## src/rtl/cftx_pkg.sv

```systemverilog
`default_nettype none
// ---------------------------------------------------------------------------
// cftx_pkg
// Types and constants shared by the credit flow transmit segmenter modules.
// ---------------------------------------------------------------------------
package cftx_pkg;

   localparam int unsigned CsrAddrWidth = 5;
   localparam int unsigned CsrDataWidth = 32;
   localparam int unsigned ReqDataWidth = 32;
   localparam int unsigned ReqUserWidth = 2;
   localparam int unsigned RspDataWidth = 104;

   localparam logic [15:0] SduLenFieldBytes = 16'd2;
   localparam logic [16:0] AclHeaderBytes   = 17'd4;
   localparam logic [16:0] H4HeaderBytes    = 17'd9;

   typedef enum logic [1:0] {
      ACTION_SEGMENT = 2'd0,
      ACTION_ADD_CREDITS = 2'd1,
      ACTION_CHECK_LENGTH = 2'd2,
      ACTION_UNKNOWN = 2'd3
   } action_type;

   typedef enum logic [1:0] {
      STATUS_OK = 2'd0,
      STATUS_UNAVAILABLE = 2'd1,
      STATUS_INVALID = 2'd2,
      STATUS_RESERVED = 2'd3
   } status_type;

   typedef enum logic [2:0] {
      REG_MAX_SDU_SIZE = 3'd0,
      REG_MAX_PDU_PAYLOAD = 3'd1,
      REG_CONTROLLER_LIMIT = 3'd2,
      REG_REMOTE_CHANNEL = 3'd3,
      REG_LINK_HANDLE = 3'd4,
      REG_INITIAL_CREDITS = 3'd5,
      REG_SPARE_6 = 3'd6,
      REG_SPARE_7 = 3'd7
   } reg_index_type;

   typedef struct packed {
      action_type  action;
      logic [15:0] sdu_total;
      logic [15:0] credit_grant;
   } item_type;

   typedef struct packed {
      logic [15:0] max_sdu_size;
      logic [15:0] max_pdu_payload;
      logic [15:0] controller_payload_limit;
      logic        credit_load;
      logic [15:0] credit_load_value;
   } cfg_type;

   typedef struct packed {
      logic        credits_were_zero;
      logic        payload_done;
      logic [15:0] sdu_len_field;
      logic [16:0] h4_length;
      logic [16:0] acl_length;
      logic [15:0] kframe_len;
      logic [15:0] segment_bytes;
      logic [15:0] segment_offset;
      logic        first_frame;
      status_type  status;
   } result_type;

endpackage
`default_nettype wire

```

## src/rtl/cftx_csr.sv

```systemverilog
`default_nettype none
// ---------------------------------------------------------------------------
// cftx_csr
// Configuration register file behind the APB-style port.
// ---------------------------------------------------------------------------
module cftx_csr
   import cftx_pkg::*;
(
   input  wire logic                    clock,
   input  wire logic                    reset,
   input  wire logic                    csr_psel,
   input  wire logic                    csr_penable,
   input  wire logic                    csr_pwrite,
   input  wire logic [CsrAddrWidth-1:0] csr_paddr,
   input  wire logic [CsrDataWidth-1:0] csr_pwdata,
   output logic      [CsrDataWidth-1:0] csr_prdata,
   output logic                         csr_pready,
   output cfg_type                      cfg
);

   logic [15:0] max_sdu_size_ff, max_sdu_size_in;
   logic [15:0] max_pdu_payload_ff, max_pdu_payload_in;
   logic [15:0] ctrl_limit_ff, ctrl_limit_in;
   logic [15:0] remote_channel_ff, remote_channel_in;
   logic [11:0] link_handle_ff, link_handle_in;
   logic [15:0] init_credits_ff, init_credits_in;
   logic        write_en;
   reg_index_type index;

   assign index      = reg_index_type'(csr_paddr[CsrAddrWidth-1:2]);
   assign csr_pready = 1'b1;
   assign write_en   = csr_psel & csr_penable & csr_pwrite & csr_pready;

   always_comb begin
      max_sdu_size_in    = max_sdu_size_ff;
      max_pdu_payload_in = max_pdu_payload_ff;
      ctrl_limit_in      = ctrl_limit_ff;
      remote_channel_in  = remote_channel_ff;
      link_handle_in     = link_handle_ff;
      init_credits_in    = init_credits_ff;
      if (write_en) begin
         case (index)
            REG_MAX_SDU_SIZE:     max_sdu_size_in    = csr_pwdata[15:0];
            REG_MAX_PDU_PAYLOAD:  max_pdu_payload_in = csr_pwdata[15:0];
            REG_CONTROLLER_LIMIT: ctrl_limit_in      = csr_pwdata[15:0];
            REG_REMOTE_CHANNEL:   remote_channel_in  = csr_pwdata[15:0];
            REG_LINK_HANDLE:      link_handle_in     = csr_pwdata[11:0];
            REG_INITIAL_CREDITS:  init_credits_in    = csr_pwdata[15:0];
            default: ;
         endcase
      end
   end

   always_ff @(posedge clock) begin
      if (reset) begin
         max_sdu_size_ff    <= '0;
         max_pdu_payload_ff <= '0;
         ctrl_limit_ff      <= '0;
         remote_channel_ff  <= '0;
         link_handle_ff     <= '0;
         init_credits_ff    <= '0;
      end else begin
         max_sdu_size_ff    <= max_sdu_size_in;
         max_pdu_payload_ff <= max_pdu_payload_in;
         ctrl_limit_ff      <= ctrl_limit_in;
         remote_channel_ff  <= remote_channel_in;
         link_handle_ff     <= link_handle_in;
         init_credits_ff    <= init_credits_in;
      end
   end

   always_comb begin
      case (index)
         REG_MAX_SDU_SIZE:     csr_prdata = {16'd0, max_sdu_size_ff};
         REG_MAX_PDU_PAYLOAD:  csr_prdata = {16'd0, max_pdu_payload_ff};
         REG_CONTROLLER_LIMIT: csr_prdata = {16'd0, ctrl_limit_ff};
         REG_REMOTE_CHANNEL:   csr_prdata = {16'd0, remote_channel_ff};
         REG_LINK_HANDLE:      csr_prdata = {20'd0, link_handle_ff};
         REG_INITIAL_CREDITS:  csr_prdata = {16'd0, init_credits_ff};
         default:              csr_prdata = '0;
      endcase
   end

   assign cfg.max_sdu_size             = max_sdu_size_ff;
   assign cfg.max_pdu_payload          = max_pdu_payload_ff;
   assign cfg.controller_payload_limit = ctrl_limit_ff;
   assign cfg.credit_load              = write_en && (index == REG_INITIAL_CREDITS);
   assign cfg.credit_load_value        = csr_pwdata[15:0];

endmodule
`default_nettype wire

```

## src/rtl/cftx_core.sv

```systemverilog
`default_nettype none
// ---------------------------------------------------------------------------
// cftx_core
// Channel state (credits, SDU offset, continuation flag) and the single-pass
// evaluation of one action against it.
// ---------------------------------------------------------------------------
module cftx_core
   import cftx_pkg::*;
(
   input  wire logic  clock,
   input  wire logic  reset,
   input  wire logic  step_en,
   input  item_type   item,
   input  cfg_type    cfg,
   output result_type result
);

   logic [15:0] credit_ff, credit_in;
   logic [15:0] position_ff, position_in;
   logic        continuing_ff, continuing_in;

   logic [15:0] limit;
   logic        unavailable;
   logic        first;
   logic [15:0] first_cap;
   logic [15:0] remain;
   logic [15:0] seg;
   logic [15:0] pdu;
   logic [15:0] pos_next;
   logic        done;
   logic [16:0] credit_sum;

   always_comb begin
      limit = (cfg.controller_payload_limit > cfg.max_pdu_payload) ?
              cfg.max_pdu_payload : cfg.controller_payload_limit;
      unavailable = (credit_ff == 16'd0) || (cfg.controller_payload_limit == 16'd0) ||
                    (limit <= SduLenFieldBytes);
      first     = !continuing_ff;
      first_cap = limit - SduLenFieldBytes;
      remain    = (item.sdu_total >= position_ff) ? (item.sdu_total - position_ff) : 16'd0;
      if (first) begin
         seg = (item.sdu_total < first_cap) ? item.sdu_total : first_cap;
         pdu = seg + SduLenFieldBytes;
      end else begin
         seg = (remain < limit) ? remain : limit;
         pdu = seg;
      end
      pos_next   = position_ff + seg;
      done       = (pos_next == item.sdu_total);
      credit_sum = {1'b0, credit_ff} + {1'b0, item.credit_grant};
   end

   always_comb begin
      result        = '0;
      credit_in     = credit_ff;
      position_in   = position_ff;
      continuing_in = continuing_ff;
      case (item.action)
         ACTION_SEGMENT: begin
            if (unavailable) begin
               result.status = STATUS_UNAVAILABLE;
            end else begin
               result.status         = STATUS_OK;
               result.first_frame    = first;
               result.segment_offset = position_ff;
               result.segment_bytes  = seg;
               result.kframe_len     = pdu;
               result.acl_length     = {1'b0, pdu} + AclHeaderBytes;
               result.h4_length      = {1'b0, pdu} + H4HeaderBytes;
               result.sdu_len_field  = first ? item.sdu_total : 16'd0;
               result.payload_done   = done;
               position_in           = done ? 16'd0 : pos_next;
               continuing_in         = !done;
               credit_in             = credit_ff - 16'd1;
            end
         end
         ACTION_ADD_CREDITS: begin
            if (credit_sum[16]) begin
               result.status = STATUS_INVALID;
            end else begin
               result.credits_were_zero = (credit_ff == 16'd0);
               credit_in                = credit_sum[15:0];
            end
         end
         ACTION_CHECK_LENGTH: begin
            result.status = (item.sdu_total > cfg.max_sdu_size) ? STATUS_INVALID : STATUS_OK;
         end
         default: begin
            result.status = STATUS_INVALID;
         end
      endcase
   end

   always_ff @(posedge clock) begin
      if (reset) begin
         credit_ff     <= '0;
         position_ff   <= '0;
         continuing_ff <= 1'b0;
      end else if (cfg.credit_load) begin
         credit_ff <= cfg.credit_load_value;
      end else if (step_en) begin
         credit_ff     <= credit_in;
         position_ff   <= position_in;
         continuing_ff <= continuing_in;
      end
   end

endmodule
`default_nettype wire

```

## src/rtl/credit_flow_tx_segmenter.sv

```systemverilog
`default_nettype none
// ---------------------------------------------------------------------------
// credit_flow_tx_segmenter
// Transmit-side segmenter for credit-based channel flow control.
// ---------------------------------------------------------------------------
// Each request transaction carries one action (segment, add credits, check
// length) and yields exactly one response transaction. A request is captured
// in an input register, evaluated combinationally against the channel state
// and written to the response register, so one transaction per cycle is
// sustained while the response side accepts; a stalled response holds the
// request in the input register. The core updates the channel state once per
// evaluated transaction. Configuration writes are meant for idle periods;
// writing the initial credit register also loads the live credit counter.
// ---------------------------------------------------------------------------
module credit_flow_tx_segmenter
   import cftx_pkg::*;
(
   input  wire logic                    clock,
   input  wire logic                    reset,
   // tdata: sdu_total[15:0], credit_grant[31:16]
   input  wire logic [ReqDataWidth-1:0] req_tdata,
   // tuser: action[1:0]
   input  wire logic [ReqUserWidth-1:0] req_tuser,
   input  wire logic                    req_tvalid,
   output logic                         req_tready,
   // tdata: status[1:0], first_frame[2], segment_offset[18:3],
   // segment_bytes[34:19], kframe_len[50:35], acl_length[67:51],
   // h4_length[84:68], sdu_len_field[100:85], payload_done[101],
   // credits_were_zero[102], zero pad[103]
   output logic      [RspDataWidth-1:0] rsp_tdata,
   output logic                         rsp_tvalid,
   input  wire logic                    rsp_tready,
   input  wire logic                    csr_psel,
   input  wire logic                    csr_penable,
   input  wire logic                    csr_pwrite,
   input  wire logic [CsrAddrWidth-1:0] csr_paddr,
   input  wire logic [CsrDataWidth-1:0] csr_pwdata,
   output logic      [CsrDataWidth-1:0] csr_prdata,
   output logic                         csr_pready
);

   cfg_type    cfg;
   item_type   item_ff;
   logic       item_valid_ff;
   result_type result;
   result_type result_ff;
   logic       result_valid_ff;
   logic       advance;

   cftx_csr u_csr (
      .clock       (clock),
      .reset       (reset),
      .csr_psel    (csr_psel),
      .csr_penable (csr_penable),
      .csr_pwrite  (csr_pwrite),
      .csr_paddr   (csr_paddr),
      .csr_pwdata  (csr_pwdata),
      .csr_prdata  (csr_prdata),
      .csr_pready  (csr_pready),
      .cfg         (cfg)
   );

   assign advance    = item_valid_ff && (!result_valid_ff || rsp_tready);
   assign req_tready = !item_valid_ff || advance;

   cftx_core u_core (
      .clock   (clock),
      .reset   (reset),
      .step_en (advance),
      .item    (item_ff),
      .cfg     (cfg),
      .result  (result)
   );

   always_ff @(posedge clock) begin
      if (reset) begin
         item_valid_ff <= 1'b0;
      end else if (req_tready) begin
         item_valid_ff <= req_tvalid;
      end
   end

   always_ff @(posedge clock) begin
      if (req_tready && req_tvalid) begin
         item_ff.action       <= action_type'(req_tuser);
         item_ff.sdu_total    <= req_tdata[15:0];
         item_ff.credit_grant <= req_tdata[31:16];
      end
   end

   always_ff @(posedge clock) begin
      if (reset) begin
         result_valid_ff <= 1'b0;
      end else if (advance) begin
         result_valid_ff <= 1'b1;
      end else if (rsp_tready) begin
         result_valid_ff <= 1'b0;
      end
   end

   always_ff @(posedge clock) begin
      if (advance) begin
         result_ff <= result;
      end
   end

   assign rsp_tvalid = result_valid_ff;
   assign rsp_tdata  = {1'b0,
                        result_ff.credits_were_zero,
                        result_ff.payload_done,
                        result_ff.sdu_len_field,
                        result_ff.h4_length,
                        result_ff.acl_length,
                        result_ff.kframe_len,
                        result_ff.segment_bytes,
                        result_ff.segment_offset,
                        result_ff.first_frame,
                        result_ff.status};

endmodule
`default_nettype wire

```

## config.mk

```make
export PLATFORM = sky130hd
export DESIGN_NAME = credit_flow_tx_segmenter
export DESIGN_NICKNAME = d
export VERILOG_FILES = /design/src/rtl/cftx_pkg.sv /design/src/rtl/cftx_csr.sv /design/src/rtl/cftx_core.sv /design/src/rtl/credit_flow_tx_segmenter.sv
export SDC_FILE = /design/constraint.sdc
export NUM_CORES = 1
export LEC_CHECK = 0
export BUFFER_PORTS_ARGS = -buffer_cell sky130_fd_sc_hd__buf_4
export CORE_UTILIZATION = 50
export DETAILED_ROUTE_END_ITERATION = 10
export PLACE_DENSITY = 0.71
export SLEW_MARGIN = 5
export SYNTH_ARGS = -nofsm -noshare
export SYNTH_HDL_FRONTEND = slang
export SYNTH_SLANG_ARGS = --single-unit
```

## constraint.sdc

```tcl
create_clock -name clock -period 16.2 [get_ports clock]
set_clock_uncertainty 0.05 [all_clocks]
set_input_delay 0.81 -clock clock [delete_from_list [all_inputs] [get_ports clock]]
set_output_delay 0.81 -clock clock [all_outputs]
set_load 0.005 [all_outputs]
```

Yosys cells after proc, flatten, opt, wreduce, memory -nomap -nowiden --
Cells that the tools add are included.
Word-level totals: bits of input ports 78, logic and storage cells 102, bits in read-only memories 0, memory bits (writable) 0, bits in latches 0, bits in registers 264, output and inout port bits 139, memories 0
Operators by class: reduce and logical (&&, ||, !) cells 29, shift operators 0, equality and inequality tests 10, divide/modulo/power cells 0, bitwise logic cells 6, multipliers 0, order comparisons 6, $add $sub $neg 8, multiplexer cells 19
Operators by type and width (count):
- $mux 16 | 11
- $pmux 16 s6 | 1
- $gt 16x16->1 | 2
- $logic_not 16->1 | 2
- $lt 16x16->1 | 2
- $pmux 16 s2 | 1
- $add 16x16->17 | 1
- $add 16x3->17 const B | 1
- $add 16x4->17 const B | 1
- $add 16x16->16 | 1
- $add 16x2->16 const B | 1
- $eq 16x16->1 | 1
- $ge 16x16->1 | 1
- $le 16x2->1 const B | 1
- $sub 16x1->16 const B | 1
- $sub 16x16->16 | 1
- $sub 16x2->16 const B | 1
- $reduce_and 2->1 | 6
- $reduce_and 4->1 | 2
- $eq 3x2->1 const B | 2
- $eq 3x3->1 const B | 2
- $ne 3x3->1 const B | 2
- $pmux 2 s3 | 1
- $logic_not 1->1 | 4
- other kinds (15) | 29

Longest topological paths before layout --
depth in word-level cells 9, depth in mapped cells 47, depth with buffers taken out 40

By module --
A second synthesis with hierarchy kept.
Unflattened totals: cell total of the unflattened synthesis 1965, area total of the unflattened synthesis 17633.2 um^2
Modules (own cells, without submodules):
- cftx_core | seq. area each 660.6 um^2, times used 1, area each 8719.6 um^2, cells an instance 1278
- cftx_csr | seq. area each 1841.8 um^2, times used 1, area each 4684.5 um^2, cells an instance 538
- credit_flow_tx_segmenter | seq. area each 4154.0 um^2, times used 1, area each 4229.1 um^2, cells an instance 149

Worst setup path after synthesis --
OpenSTA, ideal clock, no wires.
path type reg2reg, start point reg u_csr.max_pdu_payload_ff[15], end point reg u_core.position_ff[0], clock period less this slack 9710 ps, slack 6490 ps, setup time 117 ps, cell stages (with the launch flop) 45, required time 16033 ps, buffers on the path 6, arrival time 9543 ps, path through dfxtp_1 inv_1 ha_1 nand4_2 or3_1 and3_1 nand3_1 nand2_2 clkbuf_1 clkbuf_1 a21oi_1 ha_1 nor2b_1 nand2_1 nor3_1 or2_2 buf_2 a31o_2 (+9 left out) o211ai_1 o311ai_0 ha_1 fa_1 a21o_1 a21oi_1 o21bai_1 a2111oi_0 nor2_1 nor2_1 nor2_1 xor2_1 or4_1 nor4_1 and2_1 clkbuf_1 nor3_2 a22o_1
Between the ends: word-level cells in the longest chain between the ends 9, elaborated cells between the ends (all ways) 15, classes of those cells 2 x add/sub; 4 x order compare; 1 x eq/ne; 5 x mux; 1 x bitwise; 2 x reduce/logical
RTL lines:
- start, declared | line cftx_csr.sv:22 | logic [15:0] max_pdu_payload_ff, max_pdu_payload_in;
- start signal, assigned | line cftx_csr.sv:64 | max_pdu_payload_ff <= max_pdu_payload_in;
- $gt 16x16->1 | line cftx_core.sv:34 | limit = (cfg.controller_payload_limit > cfg.max_pdu_payload) ?
- $mux 16 (*) | line cftx_core.sv:34
- $sub 16x2->16 | line cftx_core.sv:39 | first_cap = limit - SduLenFieldBytes;
- $lt 16x16->1 | line cftx_core.sv:42 | seg = (item.sdu_total < first_cap) ? item.sdu_total : first_cap;
- $mux 16 | line cftx_core.sv:42
- $mux 16 | line cftx_core.sv:41 | if (first) begin
- $add 16x16->16 | line cftx_core.sv:48 | pos_next = position_ff + seg;
- $eq 16x16->1 | line cftx_core.sv:49 | done = (pos_next == item.sdu_total);
- $mux 16 | line cftx_core.sv:72 | position_in = done ? 16'd0 : pos_next;
- end signal, assigned | line cftx_core.sv:103 | position_ff <= position_in;
- end, declared | line cftx_core.sv:19 | logic [15:0] position_ff, position_in;
Every way passes the cells marked *; elsewhere a longest branch is shown, timed or not. A chain may end at the register's enable or synchronous reset.

Worst setup path after layout --
start point reg u_csr.max_pdu_payload_ff[14], end point reg u_core.position_ff[8]
The elaborated chain is that of the path after synthesis.

==> results.ini <==
[outcome]
status=complete, no violations

[synthesis]
ys.flop_type=edfxtp_1
synth_area_leaders=edfxtp_1 (24%), dfxtp_1 (15%), ha_1 (8.5%)
ys_ff_latch=261
yosysSeqAreaShare=0.386
netlist.area_leader.share=0.237
ys_async_sr_fraction=0
avgSynthCellArea_um2=8.60
synth_area_um2=17000
yosysUniqueCellTypes=90
synth_top_cell_by_area=edfxtp_1
yosys_warnings=0
synth_edf_count=134
postSynthCellCount=1977

[worst_setup_path]
cp.arrival_ns=11.77
cp-start-kind=register
cp.required_ns=16.61
critPathCaptureType=register
ff2ff_setup_slack_ns=4.84
reg2reg_depth=40
cpMaxStageDelayCell=a2111oi_0
regToRegEndpoint=u_core.position_ff[8]$_SDFFE_PP0P_
path_max_fanout=28
crit_type=reg -> reg
crit_top_cell=ha_1
r2r_start=u_csr.max_pdu_payload_ff[14]$_SDFFE_PP0P_
slowest_delay_ns=0.78

[clock_tree]
post-cts-setup-buffers=0
clk_latency_ns=0.58
cts_tree=built
clk_pin_slew_worst_paths_ns=0.06
post_cts_resized=0
htreeDepth=1
cts_sinks=261
cts_max_path_buffers=3
cts_root_buf=clkbuf_16
cts_made_buffers=29
cts-hold-fix-buffers=0

[timing]
finalHoldViolCount=0
max_freq_mhz=88.0
setup_violations=0
worstMarginPinSlew_ns=1.19
drv_slew=0
fin_setup_tns_ns=0
setup_ws_ns=4.84
rsz0062_at_grt=no
slew_headroom=0.203
timing.final.crit_share=0.701
period_needed_ns=11.36

[drt]
avgViaCountPerCell=5.99
finalWirelength_mm=52.8
drcViolationCount=0
wire_per_inst_um=20.4
num_vias=15500
ant_nets=0
dr.pass1.iters=5
drtIter0Drc=1310

[finish]
nets=2308
drive_above_1_share=0.142
fill_cells=3030
syn_to_final_growth_pct=15.5
fin_cells=2582
multiInputGateArea_um2=9570
mostFrequentLayoutCells=nand2_1 (300), a21oi_1 (205), buf_4 (203)
stdcell_area_um2=19600
antenna_cells=0
register_area_um2=6570
final_common_cell=nand2_1

[hold_path]
min_to=item_ff[2]$_DFFE_PP_
worstHoldPathCells=1
worst_hold_startpoint=req_tdata[18]
hp-class=in -> reg

[floorplanning]
die_h_um=186
die_area_um2=34700
rows=67
ios=217
core_area_um2=33500
start_util=0.507
die_x_um=186

[power]
pwr_density_cell_nw_per_um2=103
p_leak_uw=0.00787
intPower_uw=1350
p_sw_frac=0.331
vdd_ir_drop_max_mv=0.0793
combPwrFrac=0.293
clockPowerShare=0.347
p_sw_uw=669
seq_power_share=0.361

[placed_design]
port_buffers=180
gp_congestion=0.978
place_hpwl_mm=39.4
dpl.cell_count=2529
place_worst_setup_slack_ns=5.11
dpl_cell_area_um2=18600

[global_routing]
overflow=0
grt_max_degree=85
antenna_found_initial=0
grt_pass1_vias=14200
globalRouteTotalUtil=0.297
grt_pass1_wl_mm=81.4

[job]
drv_cap=0

==> worst max path at each step <==
stage                                         startpoint                                  to  slack, ns
6_report       u_csr.max_pdu_payload_ff[14]$_SDFFE_PP0P_  u_core.position_ff[8]$_SDFFE_PP0P_       4.84
5_1_grt        u_csr.max_pdu_payload_ff[12]$_SDFFE_PP0P_  u_core.position_ff[8]$_SDFFE_PP0P_       3.99
4_1_cts        u_csr.max_pdu_payload_ff[14]$_SDFFE_PP0P_  u_core.position_ff[8]$_SDFFE_PP0P_       5.06
3_5_place_dp   u_csr.max_pdu_payload_ff[14]$_SDFFE_PP0P_  u_core.position_ff[8]$_SDFFE_PP0P_       5.11
3_3_place_gp   u_csr.max_pdu_payload_ff[15]$_SDFFE_PP0P_  u_core.position_ff[5]$_SDFFE_PP0P_       5.20
2_1_floorplan  u_csr.max_pdu_payload_ff[15]$_SDFFE_PP0P_  u_core.position_ff[0]$_SDFFE_PP0P_       6.49
==> metrics by stage <==
step | utilization | hold WS, ns | power (uW)
after floorplan | - | 0.383 | 1150
after global placement | 0.555 | 0.389 | 1310
after detailed placement | 0.555 | 0.396 | 1320
after CTS | 0.586 | 0.343 | 2020
after global routing | 0.586 | 0.337 | 2110
final | 0.586 | 0.350 | 2020
==> cell type report <==
class | instances | share of cell area
Clock inverter | 14 | 0.0110
Sequential cell | 261 | 0.334
Timing Repair Buffer | 203 | 0.0776
Clock buffer | 39 | 0.0405
Multi-Input combinational cell | 1511 | 0.488
Tap cell | 448 | 0.0285
Inverter | 106 | 0.0204
==> layer usage <==
layer	vias to the layer above	GRT usage	part of all wire
met5	-	0	0
met4	0	0.134	0.049
met3	140	0.0401	0.081
met2	754	0.468	0.44
met1	7238	0.405	0.42
li1	7337	-	-
==> flip-flops by register name, summed over array words and instances, names as in the netlist <==
| name | flops |
|---|---|
| item_ff | 34 |
| item_valid_ff | 1 |
| rsp_tdata | 100 |
| rsp_tvalid | 1 |
| u_core.continuing_ff | 1 |
| u_core.credit_ff | 16 |
| u_core.position_ff | 16 |
| u_csr.ctrl_limit_ff | 16 |
| u_csr.init_credits_ff | 16 |
| u_csr.link_handle_ff | 12 |
| u_csr.max_pdu_payload_ff | 16 |
| u_csr.max_sdu_size_ff | 16 |
| u_csr.remote_channel_ff | 16 |
==> power by group through the flow <==
stage                     sequential [uW]  combinational [uW]  clock, uW
after floorplan                       740                 409          0
after global placement                744                 568          0
after detailed placement              744                 577          0
after CTS                             730                 580        708
after global routing                  731                 641        735
final                                 730                 592        701
==> kinds of logic after synthesis <==
kind of cell	Yosys count	share of synthesized area
AOI/OAI and AO/OA	501	0.185
buffers and inverters	221	0.0543
muxes	52	0.0365
DFF	261	0.386
adders and majority gates	118	0.0882
and+or+nand+nor	737	0.205
other	2	0.000442
xor gates and xnor gates	85	0.0446
==> Yosys cell counts, types with 35 or more instances <==
| library cell | number |
|---|---|
| nand2_1 | 301 |
| a21oi_1 | 205 |
| nor2_1 | 152 |
| edfxtp_1 | 134 |
| dfxtp_1 | 127 |
| ha_1 | 115 |
| inv_1 | 104 |
| clkbuf_1 | 80 |
| o21ai_0 | 66 |
| nor3_1 | 62 |
| xnor2_1 | 53 |
| nand3_1 | 39 |
| mux2i_1 | 35 |
==> worst max-delay path: cells and delay by family (launching register included) <==
family	cells	cell delay [ns]
AO/OA/AOI/OAI	14	3.61
adder cells (fa/ha/maj)	5	1.56
XOR/XNOR	2	0.32
buffers and inverters	4	0.60
flip-flops	1	0.40
AND/OR/NAND/NOR	15	4.68
(Power assumes the default switching activity.)
